**src/rtl/core/tle_pkg.sv**
```systemverilog
// Shared types and constants of the terminal line editor.
`timescale 1ns / 1ps
`default_nettype none

package tle_pkg;

    localparam int LINE_MAX_DEF = 32;
    localparam int QDEPTH       = 2;

    // result kinds
    localparam logic [1:0] KIND_ECHO = 2'd0;
    localparam logic [1:0] KIND_LINE = 2'd1;
    localparam logic [1:0] KIND_END  = 2'd2;
    localparam logic [1:0] KIND_DROP = 2'd3;

    // terminal characters
    localparam logic [7:0] CH_BS       = 8'h08;
    localparam logic [7:0] CH_LF       = 8'h0A;
    localparam logic [7:0] CH_CR       = 8'h0D;
    localparam logic [7:0] CH_ESC      = 8'h1B;
    localparam logic [7:0] CH_SPACE    = 8'h20;
    localparam logic [7:0] CH_THREE    = 8'h33;
    localparam logic [7:0] CH_UPPER_C  = 8'h43;
    localparam logic [7:0] CH_UPPER_D  = 8'h44;
    localparam logic [7:0] CH_UPPER_K  = 8'h4B;
    localparam logic [7:0] CH_LBRACKET = 8'h5B;
    localparam logic [7:0] CH_LOWER_S  = 8'h73;
    localparam logic [7:0] CH_LOWER_U  = 8'h75;
    localparam logic [7:0] CH_TILDE    = 8'h7E;

    typedef enum logic [1:0] {
        PH_TEXT,
        PH_ESC,
        PH_CSI,
        PH_DEL
    } phase_t;

    typedef enum logic [1:0] {
        OP_TEXT,
        OP_LEFT,
        OP_RIGHT,
        OP_DEL
    } op_t;

    typedef struct packed {
        op_t        op;
        logic [7:0] ch;
    } cmd_t;

    typedef enum logic [2:0] {
        ACT_NONE,
        ACT_LEFT,
        ACT_RIGHT,
        ACT_DEL,
        ACT_BS,
        ACT_INS,
        ACT_LINE,
        ACT_DROP
    } act_t;

    typedef enum logic [4:0] {
        S_IDLE,
        S_SHL_RD,
        S_SHL_WR,
        S_SHR_RD,
        S_SHR_WR,
        S_INS_WR,
        S_ECHO_C,
        S_CSI,
        S_PRE,
        S_TAIL_RD,
        S_TAIL_EM,
        S_POST,
        S_NL,
        S_LINE_RD,
        S_LINE_EM,
        S_END,
        S_DROP
    } back_state_t;

endpackage

`default_nettype wire

```
**src/rtl/core/tle_ram.sv**
```systemverilog
// Generic single-port-write, registered-read RAM.
`timescale 1ns / 1ps
`default_nettype none

module tle_ram #(
    parameter int WIDTH = 8,
    parameter int DEPTH = 32
) (
    input  wire logic                     clk,
    input  wire logic                     we,
    input  wire logic [$clog2(DEPTH)-1:0] waddr,
    input  wire logic [WIDTH-1:0]         wdata,
    input  wire logic [$clog2(DEPTH)-1:0] raddr,
    output logic      [WIDTH-1:0]         rdata
);

    logic [WIDTH-1:0] mem [DEPTH];

    always_ff @(posedge clk)
    begin
        if (we)
        begin
            mem[waddr] <= wdata;
        end
        rdata <= mem[raddr];
    end

endmodule

`default_nettype wire

```
**src/rtl/core/tle_front.sv**
```systemverilog
// Front end: tracks the escape phase and turns received bytes into commands.
`timescale 1ns / 1ps
`default_nettype none

module tle_front (
    input  wire logic          clk,
    input  wire logic          rst_n,
    input  wire logic          rx_valid,
    output logic               rx_ready,
    input  wire logic [7:0]    rx_byte,
    input  wire logic          q_full,
    output logic               push,
    output tle_pkg::cmd_t      cmd
);
    import tle_pkg::*;

    phase_t phase_reg, phase_next;
    logic   acc;

    assign rx_ready = !q_full;
    assign acc      = rx_valid && rx_ready;

    always_comb
    begin
        phase_next = phase_reg;
        unique case (phase_reg)
            PH_TEXT:
            begin
                if (acc && rx_byte == CH_ESC)
                begin
                    phase_next = PH_ESC;
                end
            end
            PH_ESC:
            begin
                if (acc)
                begin
                    phase_next = (rx_byte == CH_LBRACKET) ? PH_CSI : PH_TEXT;
                end
            end
            PH_CSI:
            begin
                if (acc)
                begin
                    phase_next = (rx_byte == CH_THREE) ? PH_DEL : PH_TEXT;
                end
            end
            PH_DEL:
            begin
                if (acc)
                begin
                    phase_next = PH_TEXT;
                end
            end
            default: phase_next = PH_TEXT;
        endcase
    end

    always_comb
    begin
        push   = 1'b0;
        cmd.op = OP_TEXT;
        cmd.ch = rx_byte;
        unique case (phase_reg)
            PH_TEXT:
            begin
                push = acc && (rx_byte != CH_ESC);
            end
            PH_ESC:
            begin
                push = 1'b0;
            end
            PH_CSI:
            begin
                if (rx_byte == CH_UPPER_D)
                begin
                    push   = acc;
                    cmd.op = OP_LEFT;
                end
                else if (rx_byte == CH_UPPER_C)
                begin
                    push   = acc;
                    cmd.op = OP_RIGHT;
                end
            end
            PH_DEL:
            begin
                push   = acc && (rx_byte == CH_TILDE);
                cmd.op = OP_DEL;
            end
            default: push = 1'b0;
        endcase
    end

    always_ff @(posedge clk or negedge rst_n)
    begin
        if (!rst_n)
        begin
            phase_reg <= PH_TEXT;
        end
        else
        begin
            phase_reg <= phase_next;
        end
    end

endmodule

`default_nettype wire

```
**src/rtl/core/tle_queue.sv**
```systemverilog
// Short command queue between the front end and the line engine.
`timescale 1ns / 1ps
`default_nettype none

module tle_queue (
    input  wire logic          clk,
    input  wire logic          rst_n,
    input  wire logic          push,
    input  wire tle_pkg::cmd_t push_cmd,
    input  wire logic          pop,
    output logic               full,
    output logic               valid,
    output tle_pkg::cmd_t      head
);
    import tle_pkg::*;

    localparam int PTRW = (QDEPTH > 1) ? $clog2(QDEPTH) : 1;
    localparam int CNTW = $clog2(QDEPTH + 1);

    cmd_t            slot_reg [QDEPTH];
    logic [PTRW-1:0] wr_ptr_reg, wr_ptr_next;
    logic [PTRW-1:0] rd_ptr_reg, rd_ptr_next;
    logic [CNTW-1:0] count_reg, count_next;
    logic            do_push, do_pop;

    assign full    = (count_reg == CNTW'(QDEPTH));
    assign valid   = (count_reg != '0);
    assign head    = slot_reg[rd_ptr_reg];
    assign do_push = push && !full;
    assign do_pop  = pop && valid;

    always_comb
    begin
        wr_ptr_next = wr_ptr_reg;
        rd_ptr_next = rd_ptr_reg;
        count_next  = count_reg;
        if (do_push)
        begin
            wr_ptr_next = (wr_ptr_reg == PTRW'(QDEPTH - 1)) ? '0 : wr_ptr_reg + PTRW'(1);
        end
        if (do_pop)
        begin
            rd_ptr_next = (rd_ptr_reg == PTRW'(QDEPTH - 1)) ? '0 : rd_ptr_reg + PTRW'(1);
        end
        if (do_push && !do_pop)
        begin
            count_next = count_reg + CNTW'(1);
        end
        else if (do_pop && !do_push)
        begin
            count_next = count_reg - CNTW'(1);
        end
    end

    always_ff @(posedge clk)
    begin
        if (do_push)
        begin
            slot_reg[wr_ptr_reg] <= push_cmd;
        end
    end

    always_ff @(posedge clk or negedge rst_n)
    begin
        if (!rst_n)
        begin
            wr_ptr_reg <= '0;
            rd_ptr_reg <= '0;
            count_reg  <= '0;
        end
        else
        begin
            wr_ptr_reg <= wr_ptr_next;
            rd_ptr_reg <= rd_ptr_next;
            count_reg  <= count_next;
        end
    end

endmodule

`default_nettype wire

```
**src/rtl/core/tle_back.sv**
```systemverilog
// Line engine: edits the line store and sequences echo, redraw, line, end and drop words.
`timescale 1ns / 1ps
`default_nettype none

module tle_back #(
    parameter int LINE_MAX = tle_pkg::LINE_MAX_DEF
) (
    input  wire logic          clk,
    input  wire logic          rst_n,
    input  wire logic          echo_en,
    input  wire logic [7:0]    delim,
    input  wire logic          q_valid,
    input  wire tle_pkg::cmd_t q_cmd,
    output logic               q_pop,
    output logic               res_valid,
    input  wire logic          res_ready,
    output logic [1:0]         kind,
    output logic [7:0]         data,
    output logic               last
);
    import tle_pkg::*;

    localparam int PW = $clog2(LINE_MAX);
    localparam int CW = PW + 1;
    localparam logic [PW-1:0] LMAX_M1 = PW'(LINE_MAX - 1);

    back_state_t state_reg, state_next;
    act_t        act_reg, act_next, dec_act;
    logic [7:0]  ch_reg, ch_next;
    logic [PW-1:0] idx_reg, idx_next;
    logic [PW-1:0] len_reg, len_next;
    logic [PW-1:0] cur_reg, cur_next;
    logic [2:0]  cnt_reg, cnt_next;

    logic          ram_we;
    logic [PW-1:0] ram_waddr, ram_raddr;
    logic [7:0]    ram_wdata, ram_rdata;

    logic          e_valid, e_last, emit_ok;
    logic [1:0]    e_kind;
    logic [7:0]    e_data;
    logic          out_valid_reg, out_valid_next;
    logic [1:0]    kind_reg;
    logic [7:0]    data_reg;
    logic          last_reg;

    logic [CW-1:0] idx_inc;
    logic          shl_more, shr_more, idx_below_len, printable;

    function automatic logic [7:0] pre_char(input logic [2:0] n);
        logic [7:0] c;
        unique case (n)
            3'd0, 3'd3: c = CH_ESC;
            3'd1, 3'd4: c = CH_LBRACKET;
            3'd2:       c = CH_LOWER_S;
            default:    c = CH_UPPER_K;
        endcase
        return c;
    endfunction

    function automatic logic [7:0] post_char(input logic [2:0] n);
        logic [7:0] c;
        unique case (n)
            3'd0:    c = CH_SPACE;
            3'd1:    c = CH_ESC;
            3'd2:    c = CH_LBRACKET;
            default: c = CH_LOWER_U;
        endcase
        return c;
    endfunction

    tle_ram #(
        .WIDTH (8),
        .DEPTH (LINE_MAX)
    ) u_line_ram (
        .clk   (clk),
        .we    (ram_we),
        .waddr (ram_waddr),
        .wdata (ram_wdata),
        .raddr (ram_raddr),
        .rdata (ram_rdata)
    );

    assign emit_ok       = !out_valid_reg || res_ready;
    assign idx_inc       = {1'b0, idx_reg} + CW'(1);
    assign shl_more      = idx_inc < {1'b0, len_reg};
    assign shr_more      = idx_reg > cur_reg;
    assign idx_below_len = idx_reg < len_reg;
    assign printable     = (q_cmd.ch >= CH_SPACE) && (q_cmd.ch <= CH_TILDE);

    // classify the head command against the current line
    always_comb
    begin
        dec_act = ACT_NONE;
        unique case (q_cmd.op)
            OP_LEFT:
            begin
                if (cur_reg != '0)
                begin
                    dec_act = ACT_LEFT;
                end
            end
            OP_RIGHT:
            begin
                if (cur_reg < len_reg)
                begin
                    dec_act = ACT_RIGHT;
                end
            end
            OP_DEL:
            begin
                if (cur_reg < len_reg)
                begin
                    dec_act = ACT_DEL;
                end
            end
            OP_TEXT:
            begin
                priority if (q_cmd.ch == CH_BS && cur_reg != '0)
                begin
                    dec_act = ACT_BS;
                end
                else if (printable)
                begin
                    if (len_reg < LMAX_M1)
                    begin
                        dec_act = ACT_INS;
                    end
                    else if (q_cmd.ch == delim)
                    begin
                        dec_act = ACT_DROP;
                    end
                end
                else if (q_cmd.ch == delim)
                begin
                    dec_act = ACT_LINE;
                end
            end
            default: dec_act = ACT_NONE;
        endcase
    end

    // next state
    always_comb
    begin
        state_next = state_reg;
        unique case (state_reg)
            S_IDLE:
            begin
                if (q_valid)
                begin
                    unique case (dec_act)
                        ACT_LEFT, ACT_RIGHT: state_next = echo_en ? S_CSI : S_IDLE;
                        ACT_DEL, ACT_BS:     state_next = S_SHL_RD;
                        ACT_INS:             state_next = S_SHR_RD;
                        ACT_DROP:            state_next = S_DROP;
                        ACT_LINE:            state_next = echo_en ? S_NL : S_LINE_RD;
                        default:             state_next = S_IDLE;
                    endcase
                end
            end
            S_SHL_RD:
            begin
                if (shl_more)
                begin
                    state_next = S_SHL_WR;
                end
                else if (!echo_en)
                begin
                    state_next = S_IDLE;
                end
                else
                begin
                    state_next = (act_reg == ACT_BS) ? S_CSI : S_PRE;
                end
            end
            S_SHL_WR:  state_next = S_SHL_RD;
            S_SHR_RD:  state_next = shr_more ? S_SHR_WR : S_INS_WR;
            S_SHR_WR:  state_next = S_SHR_RD;
            S_INS_WR:  state_next = echo_en ? S_ECHO_C : S_IDLE;
            S_ECHO_C:
            begin
                if (emit_ok)
                begin
                    state_next = (cur_reg == len_reg) ? S_IDLE : S_PRE;
                end
            end
            S_CSI:
            begin
                if (emit_ok && cnt_reg == 3'd2)
                begin
                    state_next = (act_reg == ACT_BS) ? S_PRE : S_IDLE;
                end
            end
            S_PRE:
            begin
                if (emit_ok && cnt_reg == 3'd5)
                begin
                    state_next = S_TAIL_RD;
                end
            end
            S_TAIL_RD: state_next = idx_below_len ? S_TAIL_EM : S_POST;
            S_TAIL_EM:
            begin
                if (emit_ok)
                begin
                    state_next = S_TAIL_RD;
                end
            end
            S_POST:
            begin
                if (emit_ok && cnt_reg == 3'd3)
                begin
                    state_next = S_IDLE;
                end
            end
            S_NL:
            begin
                if (emit_ok && cnt_reg == 3'd1)
                begin
                    state_next = S_LINE_RD;
                end
            end
            S_LINE_RD: state_next = idx_below_len ? S_LINE_EM : S_END;
            S_LINE_EM:
            begin
                if (emit_ok)
                begin
                    state_next = S_LINE_RD;
                end
            end
            S_END, S_DROP:
            begin
                if (emit_ok)
                begin
                    state_next = S_IDLE;
                end
            end
            default: state_next = S_IDLE;
        endcase
    end

    // datapath and emitted words
    always_comb
    begin
        act_next  = act_reg;
        ch_next   = ch_reg;
        idx_next  = idx_reg;
        len_next  = len_reg;
        cur_next  = cur_reg;
        cnt_next  = cnt_reg;
        q_pop     = 1'b0;
        ram_we    = 1'b0;
        ram_waddr = idx_reg;
        ram_wdata = ram_rdata;
        ram_raddr = idx_reg;
        e_valid   = 1'b0;
        e_kind    = KIND_ECHO;
        e_data    = 8'd0;
        e_last    = 1'b0;
        unique case (state_reg)
            S_IDLE:
            begin
                if (q_valid)
                begin
                    q_pop    = 1'b1;
                    act_next = dec_act;
                    ch_next  = q_cmd.ch;
                    cnt_next = 3'd0;
                    unique case (dec_act)
                        ACT_LEFT:  cur_next = cur_reg - PW'(1);
                        ACT_RIGHT: cur_next = cur_reg + PW'(1);
                        ACT_DEL:   idx_next = cur_reg;
                        ACT_BS:
                        begin
                            cur_next = cur_reg - PW'(1);
                            idx_next = cur_reg - PW'(1);
                        end
                        ACT_INS:   idx_next = len_reg;
                        ACT_LINE:  idx_next = '0;
                        default:   idx_next = idx_reg;
                    endcase
                end
            end
            S_SHL_RD:
            begin
                ram_raddr = idx_inc[PW-1:0];
                if (!shl_more)
                begin
                    len_next = len_reg - PW'(1);
                    cnt_next = 3'd0;
                end
            end
            S_SHL_WR:
            begin
                ram_we   = 1'b1;
                idx_next = idx_inc[PW-1:0];
            end
            S_SHR_RD:
            begin
                ram_raddr = idx_reg - PW'(1);
            end
            S_SHR_WR:
            begin
                ram_we   = 1'b1;
                idx_next = idx_reg - PW'(1);
            end
            S_INS_WR:
            begin
                ram_we    = 1'b1;
                ram_waddr = cur_reg;
                ram_wdata = ch_reg;
                len_next  = len_reg + PW'(1);
                cur_next  = cur_reg + PW'(1);
            end
            S_ECHO_C:
            begin
                e_valid  = 1'b1;
                e_data   = ch_reg;
                e_last   = (cur_reg == len_reg);
                cnt_next = 3'd0;
            end
            S_CSI:
            begin
                e_valid = 1'b1;
                unique case (cnt_reg)
                    3'd0:    e_data = CH_ESC;
                    3'd1:    e_data = CH_LBRACKET;
                    default: e_data = (act_reg == ACT_RIGHT) ? CH_UPPER_C : CH_UPPER_D;
                endcase
                e_last = (cnt_reg == 3'd2) && (act_reg != ACT_BS);
                if (emit_ok)
                begin
                    cnt_next = (cnt_reg == 3'd2) ? 3'd0 : cnt_reg + 3'd1;
                end
            end
            S_PRE:
            begin
                e_valid = 1'b1;
                e_data  = pre_char(cnt_reg);
                if (emit_ok)
                begin
                    if (cnt_reg == 3'd5)
                    begin
                        cnt_next = 3'd0;
                        idx_next = cur_reg;
                    end
                    else
                    begin
                        cnt_next = cnt_reg + 3'd1;
                    end
                end
            end
            S_TAIL_RD:
            begin
                ram_raddr = idx_reg;
            end
            S_TAIL_EM:
            begin
                e_valid = 1'b1;
                e_data  = ram_rdata;
                if (emit_ok)
                begin
                    idx_next = idx_inc[PW-1:0];
                end
            end
            S_POST:
            begin
                e_valid = 1'b1;
                e_data  = post_char(cnt_reg);
                e_last  = (cnt_reg == 3'd3);
                if (emit_ok)
                begin
                    cnt_next = (cnt_reg == 3'd3) ? 3'd0 : cnt_reg + 3'd1;
                end
            end
            S_NL:
            begin
                e_valid = 1'b1;
                e_data  = (cnt_reg == 3'd0) ? CH_CR : CH_LF;
                if (emit_ok)
                begin
                    cnt_next = (cnt_reg == 3'd1) ? 3'd0 : 3'd1;
                end
            end
            S_LINE_RD:
            begin
                ram_raddr = idx_reg;
            end
            S_LINE_EM:
            begin
                e_valid = 1'b1;
                e_kind  = KIND_LINE;
                e_data  = ram_rdata;
                if (emit_ok)
                begin
                    idx_next = idx_inc[PW-1:0];
                end
            end
            S_END:
            begin
                e_valid = 1'b1;
                e_kind  = KIND_END;
                e_data  = 8'(len_reg);
                e_last  = 1'b1;
                if (emit_ok)
                begin
                    len_next = '0;
                    cur_next = '0;
                end
            end
            S_DROP:
            begin
                e_valid = 1'b1;
                e_kind  = KIND_DROP;
                e_data  = 8'd0;
                e_last  = 1'b1;
                if (emit_ok)
                begin
                    len_next = '0;
                    cur_next = '0;
                end
            end
            default: e_valid = 1'b0;
        endcase
    end

    // output word register
    always_comb
    begin
        if (e_valid && emit_ok)
        begin
            out_valid_next = 1'b1;
        end
        else if (res_ready)
        begin
            out_valid_next = 1'b0;
        end
        else
        begin
            out_valid_next = out_valid_reg;
        end
    end

    assign res_valid = out_valid_reg;
    assign kind      = kind_reg;
    assign data      = data_reg;
    assign last      = last_reg;

    always_ff @(posedge clk)
    begin
        ch_reg  <= ch_next;
        idx_reg <= idx_next;
        cnt_reg <= cnt_next;
        if (e_valid && emit_ok)
        begin
            kind_reg <= e_kind;
            data_reg <= e_data;
            last_reg <= e_last;
        end
    end

    always_ff @(posedge clk or negedge rst_n)
    begin
        if (!rst_n)
        begin
            state_reg     <= S_IDLE;
            act_reg       <= ACT_NONE;
            len_reg       <= '0;
            cur_reg       <= '0;
            out_valid_reg <= 1'b0;
        end
        else
        begin
            state_reg     <= state_next;
            act_reg       <= act_next;
            len_reg       <= len_next;
            cur_reg       <= cur_next;
            out_valid_reg <= out_valid_next;
        end
    end

endmodule

`default_nettype wire

```
**src/rtl/core/terminal_line_editor.sv**
```systemverilog
// Top level of the terminal line editor.
`timescale 1ns / 1ps
`default_nettype none

// Terminal line editor. Received bytes enter on rx and are taken one per
// cycle while the two-entry command queue has room; escape sequences
// (ESC [ D, ESC [ C, ESC [ 3 ~) are recognized on entry. The line engine
// then works one command at a time against a line RAM with one write
// port and a registered read: each byte moved by an insert or delete is
// read and then written, each redraw tail byte or completed line byte is
// read and then emitted, and each fixed echo byte is emitted directly;
// any word waits while res_ready is low. Results leave through a
// registered res port, kind/data/last, with last set on the final word
// that each command emits. cfg_index 0 is echo enable (bit 0, reset 1),
// index 1 the line delimiter (reset 10); write them only when the block
// is quiet. The line RAM needs no clearing after reset.
module terminal_line_editor #(
    parameter int LINE_MAX = tle_pkg::LINE_MAX_DEF
) (
    input  wire logic       clk,
    input  wire logic       rst_n,
    input  wire logic       rx_valid,
    output logic            rx_ready,
    input  wire logic [7:0] rx_byte,
    output logic            res_valid,
    input  wire logic       res_ready,
    output logic [1:0]      kind,
    output logic [7:0]      data,
    output logic            last,
    input  wire logic       cfg_we,
    input  wire logic       cfg_index,
    input  wire logic [7:0] cfg_data
);
    import tle_pkg::*;

    localparam logic CFG_ECHO  = 1'b0;
    localparam logic CFG_DELIM = 1'b1;

    logic       echo_reg, echo_next;
    logic [7:0] delim_reg, delim_next;

    logic q_full, q_valid, q_push, q_pop;
    cmd_t push_cmd, head_cmd;

    always_comb
    begin
        echo_next  = echo_reg;
        delim_next = delim_reg;
        if (cfg_we)
        begin
            unique case (cfg_index)
                CFG_ECHO:  echo_next  = cfg_data[0];
                CFG_DELIM: delim_next = cfg_data;
                default:   echo_next  = echo_reg;
            endcase
        end
    end

    always_ff @(posedge clk or negedge rst_n)
    begin
        if (!rst_n)
        begin
            echo_reg  <= 1'b1;
            delim_reg <= CH_LF;
        end
        else
        begin
            echo_reg  <= echo_next;
            delim_reg <= delim_next;
        end
    end

    tle_front u_front (
        .clk      (clk),
        .rst_n    (rst_n),
        .rx_valid (rx_valid),
        .rx_ready (rx_ready),
        .rx_byte  (rx_byte),
        .q_full   (q_full),
        .push     (q_push),
        .cmd      (push_cmd)
    );

    tle_queue u_queue (
        .clk      (clk),
        .rst_n    (rst_n),
        .push     (q_push),
        .push_cmd (push_cmd),
        .pop      (q_pop),
        .full     (q_full),
        .valid    (q_valid),
        .head     (head_cmd)
    );

    tle_back #(
        .LINE_MAX (LINE_MAX)
    ) u_back (
        .clk       (clk),
        .rst_n     (rst_n),
        .echo_en   (echo_reg),
        .delim     (delim_reg),
        .q_valid   (q_valid),
        .q_cmd     (head_cmd),
        .q_pop     (q_pop),
        .res_valid (res_valid),
        .res_ready (res_ready),
        .kind      (kind),
        .data      (data),
        .last      (last)
    );

endmodule

`default_nettype wire
```
**config.mk**
```make
export PLATFORM = sky130hd
export DESIGN_NAME = terminal_line_editor
export DESIGN_NICKNAME = d
export VERILOG_FILES = /design/src/rtl/core/tle_pkg.sv /design/src/rtl/core/tle_ram.sv /design/src/rtl/core/tle_front.sv /design/src/rtl/core/tle_queue.sv /design/src/rtl/core/tle_back.sv /design/src/rtl/core/terminal_line_editor.sv
export SDC_FILE = /design/constraint.sdc
export NUM_CORES = 1
export LEC_CHECK = 0
export ABC_AREA = 1
export ABC_CLOCK_PERIOD_IN_PS = 3300
export CELL_PAD_IN_SITES_DETAIL_PLACEMENT = 0
export CELL_PAD_IN_SITES_GLOBAL_PLACEMENT = 1
export CORE_MARGIN = 2
export CORE_UTILIZATION = 46
export CTS_BUF_LIST = sky130_fd_sc_hd__clkbuf_4 sky130_fd_sc_hd__clkbuf_8 sky130_fd_sc_hd__clkbuf_16
export DETAILED_ROUTE_END_ITERATION = 10
export DONT_BUFFER_PORTS = 1
export PLACE_DENSITY_LB_ADDON = 0.1
export SLEW_MARGIN = 10
export SYNTH_ARGS = -nofsm -noshare
export SYNTH_HDL_FRONTEND = slang
export SYNTH_SLANG_ARGS = --single-unit
```
**constraint.sdc**
```tcl
create_clock -name clk -period 3.3 [get_ports clk]
set_input_delay 0.495 -clock clk [delete_from_list [all_inputs] [get_ports clk]]
set_output_delay 0.495 -clock clk [all_outputs]
set_load 0.01 [all_outputs]
```
## Word-level counts from Yosys, hierarchy flattened

Memories as Yosys holds them, arrays and structs flattened. A register that Yosys moved wholly into a read port is not among the register bits.
Index checks and enable logic that the tools add are counted.

| operators by class | value |
|---|---|
| reductions and logical operators | 51 |
| multiplexer cells | 91 |
| add/sub/neg operators | 11 |
| magnitude comparators | 7 |
| equal/unequal tests | 70 |
| bitwise gates (word level) | 1 |

Operators by type and width:

| kind | count |
|---|---|
| 5-bit two-way mux | 18 |
| 5-bit one-hot mux with 16 select lines | 1 |
| 8-bit one-hot mux with 7 select lines | 1 |
| 3-bit two-way mux | 18 |
| 5-bit one-hot mux with 5 select lines | 2 |
| 7-bit one-hot mux with 3 select lines | 2 |
| 5-bit by 4-bit equality test with 1-bit output, second input constant | 8 |
| 2-bit by 1-bit != test with 1-bit output, second input constant | 18 |
| 8-bit by 7-bit equality test with 1-bit output, second input constant | 4 |
| 5-bit one-hot mux with 3 select lines | 2 |
| 2-bit two-way mux | 12 |
| 3-bit equality test, second input constant | 7 |
| 3-bit one-hot mux with 7 select lines | 1 |
| 5-bit by 3-bit equality test with 1-bit output, second input constant | 4 |
| 1-bit two-way mux | 20 |
| 5-bit one-hot mux with 2 select lines | 2 |
| 5-bit one-hot mux with 4 select lines | 1 |
| 1-bit logical AND | 16 |
| 8-bit one-hot mux with 2 select lines | 1 |
| 3-bit by 2-bit equality test with 1-bit output, second input constant | 5 |
| 5-bit by 1-bit subtractor with 5-bit output, second input constant | 3 |
| 2-bit OR reduction | 7 |
| 4-bit two-way mux | 3 |
| 3-bit one-hot mux with 4 select lines | 1 |
| other kinds (51) | 74 |

| word-level totals | value |
|---|---|
| flip-flop bits (word level) | 61 |
| memories kept | 2 |
| RAM bits | 276 |

Memory list:

| memory | words | bits a word | rd ports | clocked after memory_dff | write ports | line | text |
|---|---|---|---|---|---|---|---|
| u_back.u_line_ram.mem | 32 | 8 | 1 | 1 | 1 | tle_ram.sv:17 | `logic [WIDTH-1:0] mem [DEPTH];` |
| u_queue.slot_reg | 2 | 10 | 1 | 0 | 1 | tle_queue.sv:20 | `cmd_t slot_reg [QDEPTH];` |

## Depth between registers and ports, before layout

Gate-level depths: netlist (run 1).
An unclocked memory read counts as a cell.

| logic depth | value |
|---|---|
| word-level depth | 12 |
| gate-level depth with buffers | 22 |

## By module

A second synthesis (run 1) with hierarchy kept.

| second synthesis, totals | value |
|---|---|
| cell total of the unflattened synthesis | 1,743 |
| area total of the unflattened synthesis | 16,926.2 sq um |

Modules (own cells, without submodules):

| module | seq. area each (sq um) | cells an instance | instances | area an instance (sq um) |
|---|---|---|---|---|
| tle_ram | 7,847.5 | 922 | 1 | 10,786.6 |
| tle_back | 1,286.2 | 620 | 1 | 4,377.9 |
| tle_queue | 700.7 | 84 | 1 | 968.4 |
| tle_front | 50.0 | 76 | 1 | 424.2 |
| terminal_line_editor | 229.0 | 41 | 1 | 369.1 |

## Least setup slack after synthesis (run 1)

Ideal clock, no wire load.

| path | value |
|---|---|
| path kind | flip-flop to flip-flop |
| start | register u_back.state_reg[3] |
| end | memory u_back.u_line_ram.mem[0][2], data pin |
| arrival time | 2.731 ns |
| library setup time | 0.454 ns |
| period minus slack after synthesis | 3.185 ns |
| setup slack | 0.115 ns |
| cell stages (with the launch flop) | 8 |
| cell sequence | dfrtp_1 nor3_1 inv_1 nor2_2 inv_1 buf_2 buf_1 o21ai_0 |

| between the ends | value |
|---|---|
| longest elaborated chain between the ends | 2 |

RTL lines:

| what | line | text |
|---|---|---|
| from (decl) | tle_back.sv:27 | `back_state_t state_reg, state_next;` |
| from (signal assigned) | tle_back.sv:475 | `state_reg <= state_next;` |
| 5-bit by 3-bit equality test with 1-bit output | tle_back.sv:261 | `unique case (state_reg)` |
| 8-bit two-way mux | tle_back.sv:261 |  |
| net u_back.ram_wdata[2] | tle_back.sv:37 | `logic [7:0] ram_wdata, ram_rdata;` |
| to (decl) | tle_ram.sv:17 |  |

The timed path passes the listed nets, and every way through them passes these cells.

## Worst setup path in the final report (run 1)

| path | value |
|---|---|
| start | register u_back.idx_reg[0] |
| end | register u_back.u_line_ram.rdata[6], read port of u_back.u_line_ram.mem |

| between the ends | value |
|---|---|
| longest elaborated chain between the ends | 2 |
| elaborated cells between the ends (all ways) | 3 |
| classes of those cells | add/sub (2); mux (1) |

RTL lines:

| what | line | text |
|---|---|---|
| from (decl) | tle_back.sv:30 | `logic [PW-1:0] idx_reg, idx_next;` |
| from (signal assigned) | tle_back.sv:453 | `idx_reg <= idx_next;` |
| 5-bit by 1-bit subtractor with 5-bit output or 5-bit by 1-bit adder with 6-bit output (tied branches) | tle_back.sv:301, tle_back.sv:85 |  |
| 5-bit one-hot mux with 2 select lines (*) | tle_back.sv:261 |  |
| to (decl) | tle_ram.sv:14 | `output logic [WIDTH-1:0] rdata` |

Every way passes the cells marked *; elsewhere a longest branch is shown, timed or not.
A chain may end at the register's enable or synchronous reset.

==> summary.txt, run 1 <==
Critical path
  – CP required: 3.72 ns
  – Crit Path Class: flip-flop to flip-flop
  – Critical Path Sink Type: flip-flop
  – Arr. time, crit path: 3.28 ns
  – Startpoint Class: flip-flop
  – Critical Path Fanout Max: 22
  – Flop2flop setup slack: 0.44 ns

Pwr
  – Peak VDD IR: 0.692 mV
  – Tot Pwr: 20.2 mW
  – Pint: 11.5 mW
  – Switch Pwr: 8.76 mW
  – Power Density: 1090 nW/um2
  – Static Leak: 7.04 nW
  – Clk pwr share: 20.9%
  – Switch share: 43.3%
  – Comb power frac: 47.2%
  – Seq pwr share: 31.9%

Floorplan
  – Placeable Area: 34700 um2
  – Row cnt: 68
  – Die Y: 192 um
  – Io pins: 35
  – Die width: 192 um
  – Full die area: 36900 um2
  – Starting Density: 46.9%

Route
  – Mean routed wirelength per cell: 20.7 um
  – TritonRoute pass-1 iters: 5
  – Routed WL: 43.5 mm
  – Via count: 11706
  – Final ANT Viol Nets: 0
  – Initial drt markers: 936
  – Drt drc: 0
  – Via/cell ratio: 5.57

Clocking
  – CTS max path bufs: 3
  – Num CTS Buffers: 38
  – Clk root buf: clkbuf_16
  – Worst-Skew Late Latency: 0.53 ns
  – Clock Pin Slew Worst Setup and Hold Paths: 0.06 ns
  – TritonCTS clock tree: done
  – Clock Sinks: 345
  – CTS H-tree depth: 2
  – Post-CTS setup buffer count: 0

Place
  – Port bufs: 0
  – Placed inst area: 17300 um2
  – Dpl hpwl: 29.1 mm
  – Routability cong.: 0.920

Yosys
  – Mapped Area: 16300 um2
  – Avg Inst Size Synth: 10.5 um2
  – Seq cells post-synth: 345
  – Register area share after synthesis: 62.1%
  – Post-synthesis async set-or-reset flop share: 9.86%
  – YS warnings: 0
  – Syn_nets: 1616
  – Post-synth cell types: 61
  – Synth Flop Type: edfxtp_1
  – Cell taking the most area after synthesis: edfxtp_1
  – Synth Instances: 1556
  – Area share of the largest cell type after synthesis: 55.9%
  – Number of synthesized flops with an enable pin: 303
  – Area contributors post-synth: edfxtp_1 (56%), nor2_1 (6.1%), nand2_1 (5.0%), dfrtp_1 (4.8%), o21ai_0 (4.7%)

STA
  – Slew Limit Fails: 0
  – Relative slew slack: 38.7%
  – Setup TNS: 0 ns
  – RSZ-0062 raised after global routing: no
  – Least-Margin Pin Slew: 0.919 ns
  – Worst Skew: 0.0167 ns
  – Final Hold Violating Endpoints: 0
  – Minimum clock period after layout: 2.86 ns
  – Final worst path period share: 86.7%
  – Max Fclk: 350 MHz
  – Final-report setup violation count: 0

Finish
  – Finished Core Util: 53.5%
  – # fillers: 3114
  – Antenna cell count: 0
  – Share of cells above drive strength 1: 13.3%
  – Area grow syn2layout: 14.0%
  – # nets final: 1680
  – Final instance area: 18600 um2
  – Largest register FFs: 256

Global route
  – Vias in the first global route: 11357
  – Pin count of the biggest net entering global routing: 129
  – Grt total ovfl: 0
  – First-pass GRT wire length: 66.6 mm
  – Initial antenna violation count: 0
  – Overall global routing resource usage: 23.9%

Run status
  – Run status: finished, final reports clean

Worst hold path
  – HP Class: input pin to flip-flop

Run
  – MaxCap Viol Count: 0
==> layout by cell type, fill, tap and decap left out, drive strengths merged, types with 2 or more instances in the layout <==
master and count:
nor4 2, nor3 14, a31oi 4, a211oi 6, o2111ai 5, a22oi 2
nor2 273, a221oi 3, inv 135, buf 81, nand4 10, dfrtp 31
clkinv 9, o221ai 34, o21bai 2, dfstp 3, xnor2 4, bufinv 2
edfxtp 303, nand2 235, o21ai 189, clkbuf 58, o22ai 27, dfxtp 8
a21oi 40, o211ai 38, o41ai 2, ha 37, or2 5, nand3b 2
xor2 14, nand3 60
==> path summary, 6_finish.rpt <==
| path | from | to | cells after the start |
|---|---|---|---|
| hold / removal | cfg_we | echo_reg | 1 |
| setup / recovery | u_back.idx_reg[0] | u_back.u_line_ram.rdata[6] | 15 |
| setup reg to reg | u_back.idx_reg[0] | u_back.u_line_ram.rdata[6] | 15 |
| min in group asynchronous | rst_n | delim_reg[5] | 2 |
| max in group asynchronous | rst_n | delim_reg[3] | 2 |
| hold reg to reg | u_queue.count_reg[0] | u_queue.count_reg[0] | 1 |
==> worst max-delay path: stages (launching register included) <==
cell	delay, ns
edfxtp_1	0.48
inv_1	0.27
ha_1	0.33
inv_1	0.09
nand2_1	0.05
o21ai_1	0.11
inv_2	0.06
o21ai_4	0.27
inv_4	0.07
buf_4	0.24
o21ai_0	0.11
o22ai_1	0.12
o211ai_1	0.26
nand2_1	0.12
nand2_1	0.11
nand2_1	0.06
==> per-layer routing <==
layer / part of all wire [%] / vias up / global-route usage, %
met5: 0 / - / 0
met4: 1.8 / 0 / 5.90
met3: 4.4 / 50 / 3.09
met2: 50 / 274 / 41.9
met1: 43 / 5744 / 31.5
li1: - / 5638 / -
==> synth_stat cells (3+ instances only) <==
master,instances
edfxtp_1,303
nor2_1,266
nand2_1,218
o21ai_0,154
inv_1,114
nand3_1,55
a21oi_1,38
o211ai_1,38
ha_1,37
o21ai_1,32
o221ai_1,32
dfrtp_1,31
clkbuf_1,28
o22ai_1,27
inv_2,20
buf_2,17
nand2_2,16
nor3_1,14
xor2_1,14
nand4_1,9
dfxtp_1,8
buf_4,6
nor2_2,6
a211oi_1,5
o2111ai_1,5
a31oi_1,4
buf_6,4
or2_2,4
xnor2_1,4
a221oi_1,3
dfstp_2,3
nand3_2,3
==> logic make-up after synthesis <==
| family | count (synthesis) | synth area share [%] |
|---|---|---|
| AOI/OAI and AO/OA | 359 | 13.5 |
| DFF | 345 | 62.1 |
| xor gates and xnor gates | 18 | 0.968 |
| and+or+nand+nor | 601 | 15.4 |
| buffers and inverters | 195 | 4.98 |
| adders and majority gates | 38 | 2.97 |
==> what timing repair did <==
| action | in CTS | in global routing |
|---|---|---|
| gates resized for setup | 0 | 0 |
| endpoints found under the setup margin | 0 | 0 |
| endpoints found under the hold margin | 34 | 0 |
| hold buffers | 2 | 0 |
==> final cells by class <==
cell class	instances	area, um2	share of cell area, %
Timing Repair Buffer	82	706	3.80
Multi-Input combinational cell	1016	5390	29.0
Sequential cell	345	10100	54.5
Inverter	137	519	2.80
Clock buffer	58	1160	6.23
Clock inverter	10	108	0.580
Tap cell	455	569	3.07
==> power by group through the flow <==
stage	logic, mW	clock network (mW)	registers, mW
after floorplan	6.37	0	6.36
after global placement	9.50	0	6.52
after detailed placement	9.58	0	6.51
after CTS	9.62	4.32	6.44
after global routing	10.6	4.49	6.50
final	9.55	4.24	6.45
==> per-stage QoR <==
step / setup slack, ns / hold slack (ns) / instances
floorplan: 0.115 / 0.199 / 1556
global placement: 0.489 / 0.201 / 2033
detailed placement: 0.421 / 0.201 / 2033
CTS: 0.405 / 0.00000433 / 2103
global route: 0.219 / 0.00458 / 2103
finish: 0.439 / 0.0232 / 2103
Power figures use the tool's default switching activity.
==> run 2, diff against run 1 <==
Settings changed: ABC_CLOCK_PERIOD_IN_PS 3300 to 3220, CORE_UTILIZATION 46 to 51, PLACE_DENSITY from default to 0.81, PLACE_DENSITY_LB_ADDON 0.1 to default.
Clock period 3.3 ns to 3.22 ns, I/O delays scaled along.
==> run 2 against run 1 <==
  * Worst hold slack got worse by 0.0093 ns
  * Global-route usage is 1.7 points higher
  * Count of clock-buffer cells in the layout down 9
  * Sequential cell count did not move
  * Die area shrank 9.6%
  * Highest routed layer unchanged
  * Largest power group unchanged
  * Clock skew fell by 0.0026 ns
  * Critical endpoint is now u_back.u_line_ram.rdata[7]
  * Core utilization is 5.0 points higher
  * Setup slack worse by 0.13 ns
  * Sequential share of layout area grew 0.44 points
==> summary.txt, run 2 (same netlist as run 1, synthesis figures left out) <==
Run status
  – Run status: finished, final reports clean

Critical path
  – CP required: 3.63 ns (-0.09 ns)
  – Delay-heaviest family, CP: buffers and inverters
  – CP peak stage delay: 0.50 ns (+0.02 ns)
  – Critical Path Fanout Max: 20 (-9.1%)
  – Startpoint Class: flip-flop
  – Crit Path Class: flip-flop to flip-flop
  – Worst path slowest cell: edfxtp_1
  – Cell chain of the critical path: inv_1, ha_1, inv_1, nand2_1, o21ai_1, inv_2, o21ai_4, inv_4, buf_4, o21ai_1, o22ai_1, o211ai_1, nand2_1, nand2_1, nand2_1
  – Arr. time, crit path: 3.32 ns (+0.04 ns)
  – Most used cell, CP: nand2_1
  – Buf+Inv Stages, Crit Path: 5 (unchanged)
  – Critical Path Sink Type: flip-flop

STA
  – Minimum clock period after layout: 2.91 ns (+0.0476 ns)
  – Final-report setup violation count: 0 (unchanged)
  – Max Fclk: 344 MHz (-1.6%)
  – Relative slew slack: 48.0% (+9.3 points)
  – Final Hold Violating Endpoints: 0 (unchanged)
  – Final worst path period share: 90.3% (+3.6 points)
  – RSZ-0062 raised after global routing: no
  – Least-Margin Pin Slew: 0.772 ns (-0.147 ns)
  – Setup TNS: 0 ns (unchanged)
  – Worst Skew: 0.0141 ns (-0.00256 ns)
  – Slew Limit Fails: 0 (unchanged)

Pwr
  – Power Density: 1110 nW/um2 (+2.2%)
  – Peak VDD IR: 0.733 mV (+6.0%)
  – Pint: 11.6 mW (+0.91%)
  – Comb power frac: 47.4% (+0.2 points)
  – Switch Pwr: 8.94 mW (+2.1%)
  – Static Leak: 7.00 nW (-0.65%)
  – Switch share: 43.6% (+0.28 points)
  – Seq pwr share: 32.1% (+0.2 points)
  – Clk pwr share: 20.5% (-0.4 points)

Place
  – Port bufs: 0 (unchanged)
  – Routability cong.: 0.942 (+2.4%)
  – Dpl hpwl: 28.5 mm (-2.3%)

Floorplan
  – Full die area: 33400 um2 (-9.6%)
  – Die width: 183 um (-4.9%)
  – Row cnt: 65 (-4.4%)
  – Io pins: 35 (unchanged)
  – Die Y: 183 um (-4.9%)
  – Placeable Area: 31500 um2 (-9.3%)
  – Starting Density: 51.7% (+4.8 points)

Clocking
  – CTS max path bufs: 3 (unchanged)
  – Worst-Skew Late Latency: 0.54 ns (about the same)
  – Clock Pin Slew Worst Setup and Hold Paths: 0.06 ns (about the same)
  – Hold buffers post-CTS: 2 (unchanged)
  – Clock Sinks: 345 (unchanged)
  – CTS H-tree depth: 2 (unchanged)
  – Num CTS Buffers: 36 (-5.3%)
  – Post-CTS setup buffer count: 0 (unchanged)
  – Clk root buf: clkbuf_16
  – PostCTS Resize Cnt: 0 (unchanged)
  – TritonCTS clock tree: done

Finish
  – Area grow syn2layout: 13.0%
  – Most common cell after layout, fill and taps aside: edfxtp_1
  – Finished Core Util: 58.5% (+5.0 points)
  – Antenna cell count: 0 (unchanged)
  – # nets final: 1677 (-0.18%)
  – Commonest cells after routing, fill and taps aside: edfxtp_1 (303), nor2_1 (266), nand2_1 (217), o21ai_0 (149), inv_1 (114)
  – Largest register FFs: 256 (unchanged)
  – Share of cells above drive strength 1: 13.0% (-0.39 points)

Route
  – Routed WL: 42.2 mm (-3.0%)
  – Met1 wire length: 17.5 mm (-7.7%)
  – TritonRoute pass-1 iters: 5 (unchanged)
  – Initial drt markers: 1101 (+18%)
  – Drt drc: 0 (unchanged)
  – Via/cell ratio: 5.78 (+3.9%)
  – Metal2 WL: 20.8 mm (-5.0%)
  – Final ANT Viol Nets: 0 (unchanged)
  – Highest metal used: met4
  – Met3 WL: 2.40 mm (+25%)
  – Via count: 11830 (+1.1%)
  – Mean routed wirelength per cell: 20.6 um (-0.25%)

Global route
  – Initial antenna violation count: 0 (unchanged)
  – Vias in the first global route: 11627 (+2.4%)
  – First-pass GRT wire length: 65.6 mm (-1.6%)
  – Overall global routing resource usage: 25.6% (+1.7 points)
  – Pin count of the biggest net entering global routing: 83 (-36%)
  – Grt total ovfl: 0 (unchanged)

Worst hold path
  – HP Class: input pin to flip-flop

Run
  – MaxCap Viol Count: 0 (unchanged)
-- run 2: through the flow --
stage | power (mW) | cells | worst slack, ns | hold WS (ns) | area (um2)
2_1_floorplan | 13.0 | 1556 | 0.0350 | 0.187 | 16300
3_3_place_gp | 16.2 | 1979 | 0.338 | 0.189 | 17200
3_5_place_dp | 16.3 | 1979 | 0.339 | 0.189 | 17200
4_1_cts | 20.6 | 2045 | 0.318 | 0.00105 | 18400
5_1_grt | 21.9 | 2045 | 0.0791 | 0.00740 | 18400
6_report | 20.5 | 2045 | 0.311 | 0.0139 | 18400
-- run 2: area by class of cell --
class,count,area (um2)
clock buffer,49,1020
clock inverter,15,178
fill,2615,13100
inverter,137,519
multi-input combinational,1016,5390
sequential,345,10100
tap,402,503
timing repair buffer,81,686
-- run 2: power by group through the flow --
| stage | logic (mW) | clock network, mW | registers (mW) |
|---|---|---|---|
| floorplan | 6.53 | 0 | 6.52 |
| global placement | 9.55 | 0 | 6.66 |
| detailed placement | 9.68 | 0 | 6.65 |
| CTS | 9.74 | 4.25 | 6.58 |
| global route | 10.8 | 4.41 | 6.64 |
| finish | 9.73 | 4.20 | 6.58 |
-- run 2: path summary, 6_finish.rpt --
check	from	end	slack (ns)	depth (start not counted)
setup / recovery	u_back.idx_reg[0]	u_back.u_line_ram.rdata[7]	0.31	15
hold / removal	cfg_we	echo_reg	0.01	1
setup reg to reg	u_back.idx_reg[0]	u_back.u_line_ram.rdata[7]	0.31	15
hold reg to reg	u_queue.count_reg[0]	u_queue.count_reg[0]	0.47	1
max in group asynchronous	rst_n	delim_reg[3]	2.53	2
min in group asynchronous	rst_n	u_queue.count_reg[0]	0.42	2
-- run 2: metal layers --
metal  track usage (%)  vias to the layer above
li1                  -                     5635
met3              3.33                       91
met5                 0                        -
met4              9.16                        0
met1              32.8                     5701
met2              44.9                      403
-- run 2: worst reg2reg max path, cell delays in order (launching register included) --
cell      delay, ns
edfxtp_1       0.50
inv_1          0.25
ha_1           0.33
inv_1          0.09
nand2_1        0.05
o21ai_1        0.09
inv_2          0.06
o21ai_4        0.24
inv_4          0.15
buf_4          0.26
o21ai_1        0.12
o22ai_1        0.08
o211ai_1       0.22
nand2_1        0.15
nand2_1        0.11
nand2_1        0.08
==> run 3, diff against run 2 <==
Settings changed: ABC_CLOCK_PERIOD_IN_PS 3220 to 2380, CORE_UTILIZATION 51 to 46, PLACE_DENSITY 0.81 to 0.78, RECOVER_POWER from default to 50.
Clock period 3.22 ns to 2.38 ns, I/O delays scaled along.
==> run 3 against run 2 <==
  * The run now ends with capacitance limit, slew limit, setup timing left
  * Core utilization up 2.3 points
  * Die area up 11%
  * Count of clock-buffer cells in the layout up 3
  * Via count up 6.8%
  * Non-clock buffer count up 151
  * Setup slack worse by 0.33 ns
  * Final area up 15%
  * Clock power up 40%
  * Sequential cell count unchanged
  * Critical path depth up 1
  * Cell count up 10%
  * Critical endpoint is now u_back.u_line_ram.rdata[2]
  * Largest cell class unchanged
  * Largest power group unchanged
==> summary.txt, run 3 (same netlist as run 1, synthesis figures left out) <==
Global route
  – First-pass GRT wire length: 69.9 mm (+6.6%)
  – Grt total ovfl: 0 (unchanged)
  – Vias in the first global route: 12490 (+7.4%)
  – Initial antenna violation count: 0 (unchanged)
  – Pin count of the biggest net entering global routing: 65 (-22%)
  – Overall global routing resource usage: 25.0% (-0.64 points)

Critical path
  – Most used cell, CP: nand2_1
  – Cell chain of the critical path: inv_2, nand3_4, inv_4, nand2_4, o21ai_2, inv_2, o21ai_4, buf_6, buf_12, buf_6, o21ai_0, o211ai_1, o211ai_1, nand2_1, nand2_1, nand2_1
  – Critical Path Sink Type: flip-flop
  – Startpoint Class: flip-flop
  – CP required: 2.87 ns (-0.76 ns)
  – Crit Path Class: flip-flop to flip-flop
  – Arr. time, crit path: 2.89 ns (-0.43 ns)
  – Worst path slowest cell: dfrtp_1
  – CP peak stage delay: 0.42 ns (-0.08 ns)
  – Critical Path Fanout Max: 7 (-65%)

STA
  – Hold_ws: 0.0437 ns (+0.0298 ns)
  – Relative slew slack: -13.3% (-61 points)
  – Final-report setup violation count: 3 (+3)
  – Final Hold Violating Endpoints: 0 (unchanged)
  – Worst Skew: 0.0264 ns (+0.0123 ns)
  – Final worst path period share: 101% (+11 points)
  – Slew Limit Fails: 35 (+35)
  – Least-Margin Pin Slew: 1.70 ns (+0.928 ns)
  – Minimum clock period after layout: 2.40 ns (-0.507 ns)
  – Final setup margin: -0.0218 ns (-0.333 ns)
  – RSZ-0062 raised after global routing: yes
  – Max Fclk: 416 MHz (+21%)

Place
  – Post-Place Cells: 2126 (+7.4%)
  – Pre-CTS WS: -0.259 ns (-0.598 ns)
  – Routability cong.: 0.918 (-2.5%)
  – Port bufs: 0 (unchanged)
  – Dpl hpwl: 29.9 mm (+4.9%)

Clocking
  – TritonCTS clock tree: done
  – Num CTS Buffers: 38 (+5.6%)
  – CTS max path bufs: 3 (unchanged)
  – Clock Sinks: 345 (unchanged)
  – Clk root buf: clkbuf_16
  – Clock Pin Slew Worst Setup and Hold Paths: 0.06 ns (about the same)
  – CTS H-tree depth: 2 (unchanged)
  – Worst-Skew Late Latency: 0.55 ns (about the same)

Route
  – Final ANT Viol Nets: 0 (unchanged)
  – Via count: 12635 (+6.8%)
  – Metal2 WL: 23.8 mm (+14%)
  – TritonRoute pass-1 iters: 8 (+3)
  – Met1 wire length: 18.6 mm (+6.8%)
  – Initial drt markers: 1158 (+5.2%)
  – Met3 WL: 2.59 mm (+7.8%)
  – Highest metal used: met4
  – Drt drc: 0 (unchanged)
  – Via/cell ratio: 5.60 (-3.2%)
  – Mean routed wirelength per cell: 20.7 um (about the same)
  – Routed WL: 46.6 mm (+10%)

Finish
  – # nets final: 1831 (+9.2%)
  – Commonest cells after routing, fill and taps aside: edfxtp_1 (303), nor2_1 (210), nand2_1 (180), buf_4 (148), o21ai_0 (124)
  – Post-route insts no fill: 2256 (+10%)
  – Most common cell after layout, fill and taps aside: edfxtp_1
  – Largest register FFs: 256 (unchanged)
  – Share of cells above drive strength 1: 27.3% (+14 points)
  – # fillers: 2750 (+5.2%)
  – Area grow syn2layout: 29.5%
  – Antenna cell count: 0 (unchanged)

Floorplan
  – Starting Density: 46.9% (-4.8 points)
  – Die width: 192 um (+5.2%)
  – Die Y: 192 um (+5.2%)
  – Row cnt: 68 (+4.6%)
  – Placeable Area: 34700 um2 (+10%)
  – Full die area: 36900 um2 (+11%)
  – Io pins: 35 (unchanged)

Run
  – MaxCap Viol Count: 1 (+1)

Run status
  – Run status: complete, but fails checks
  – Failing checks: capacitance limit, slew limit, setup timing

Pwr
  – Power Density: 1540 nW/um2 (+38%)
  – Peak VDD IR: 1.06 mV (+45%)
  – Static Leak: 8.05 nW (+15%)

Worst hold path
  – HP Class: input pin to flip-flop
run 3: cell types whose count changed in the layout (fill, tap and decap cells not counted), sizes merged:
cell / change
bufinv: -1
dlymetal6s4s: +1
clkbuf: +8
clkinvlp: +1
buf: +126
clkinv: +3
inv: +1
bufbuf: +2
dlygate4sd3: +17
run 3: timing repair:
| item | in CTS | in global routing |
|---|---|---|
| setup buffers | 15 | 20 |
| gates resized for setup | 40 | 212 |
| pin swaps | 13 | 62 |
| endpoints found under the hold margin | 58 | 0 |
| endpoints found under the setup margin | 279 | 293 |
| gates cloned | 3 | 4 |
| hold buffers | 19 | 0 |
run 3: routing by layer:
metal	vias up	GRT usage, %
met1	6112	31.5
met5	-	0
li1	5956	-
met4	0	9.66
met2	463	43.8
met3	104	3.05
run 3: power breakdown:
group          switching (mW)  internal [mW]  leakage [nW]
Combinational            11.1           6.63          4.19
Sequential              0.604           8.28          3.23
Clock                    2.40           3.50         0.632
Total                    14.1           18.4          8.05
run 3: critical path, delay by kind of cell (launching register included):
family                 cells  cell delay [ns]
DFF                        1             0.42
buffers and inverters      6             0.64
AOI/OAI and AO/OA          5             0.79
and+or+nand+nor            5             0.46
run 3: cell type report:
class                   count  area (um2)  area share, %
repair inverters            1        6.26         0.0297
clock buffers              52        1100           5.24
clock inverters            18         161          0.765
repair buffers            232        2380           11.3
flip-flops and latches    345       10100           48.0
well taps                 455         569           2.70
inverters                 137         549           2.60
multi-input cells        1016        6200           29.4
run 3: through the flow:
stage	TNS, ns	area (um2)	utilization, %	power, mW
finish	-0.0462	21100	60.8	32.5
global route	-8.60	21100	60.8	34.4
CTS	-0.0565	20200	58.1	30.7
detailed placement	-36.85	18300	52.8	23.7
global placement	-21.83	18300	52.8	23.4
floorplan	-39.10	16400	-	17.8
run 3: path summary, 6_finish.rpt:
check	startpoint	slack, ns	cells after the start	to
max	u_back.state_reg[4]	-0.02	16	u_back.u_line_ram.rdata[2]
min reg2reg	u_queue.count_reg[0]	0.48	1	u_queue.count_reg[0]
min in group asynchronous	rst_n	0.93	2	u_back.len_reg[4]
max in group asynchronous	rst_n	0.34	2	u_queue.rd_ptr_reg
max reg2reg	u_back.state_reg[4]	-0.02	16	u_back.u_line_ram.rdata[2]
min	cfg_data[6]	0.04	2	delim_reg[6]
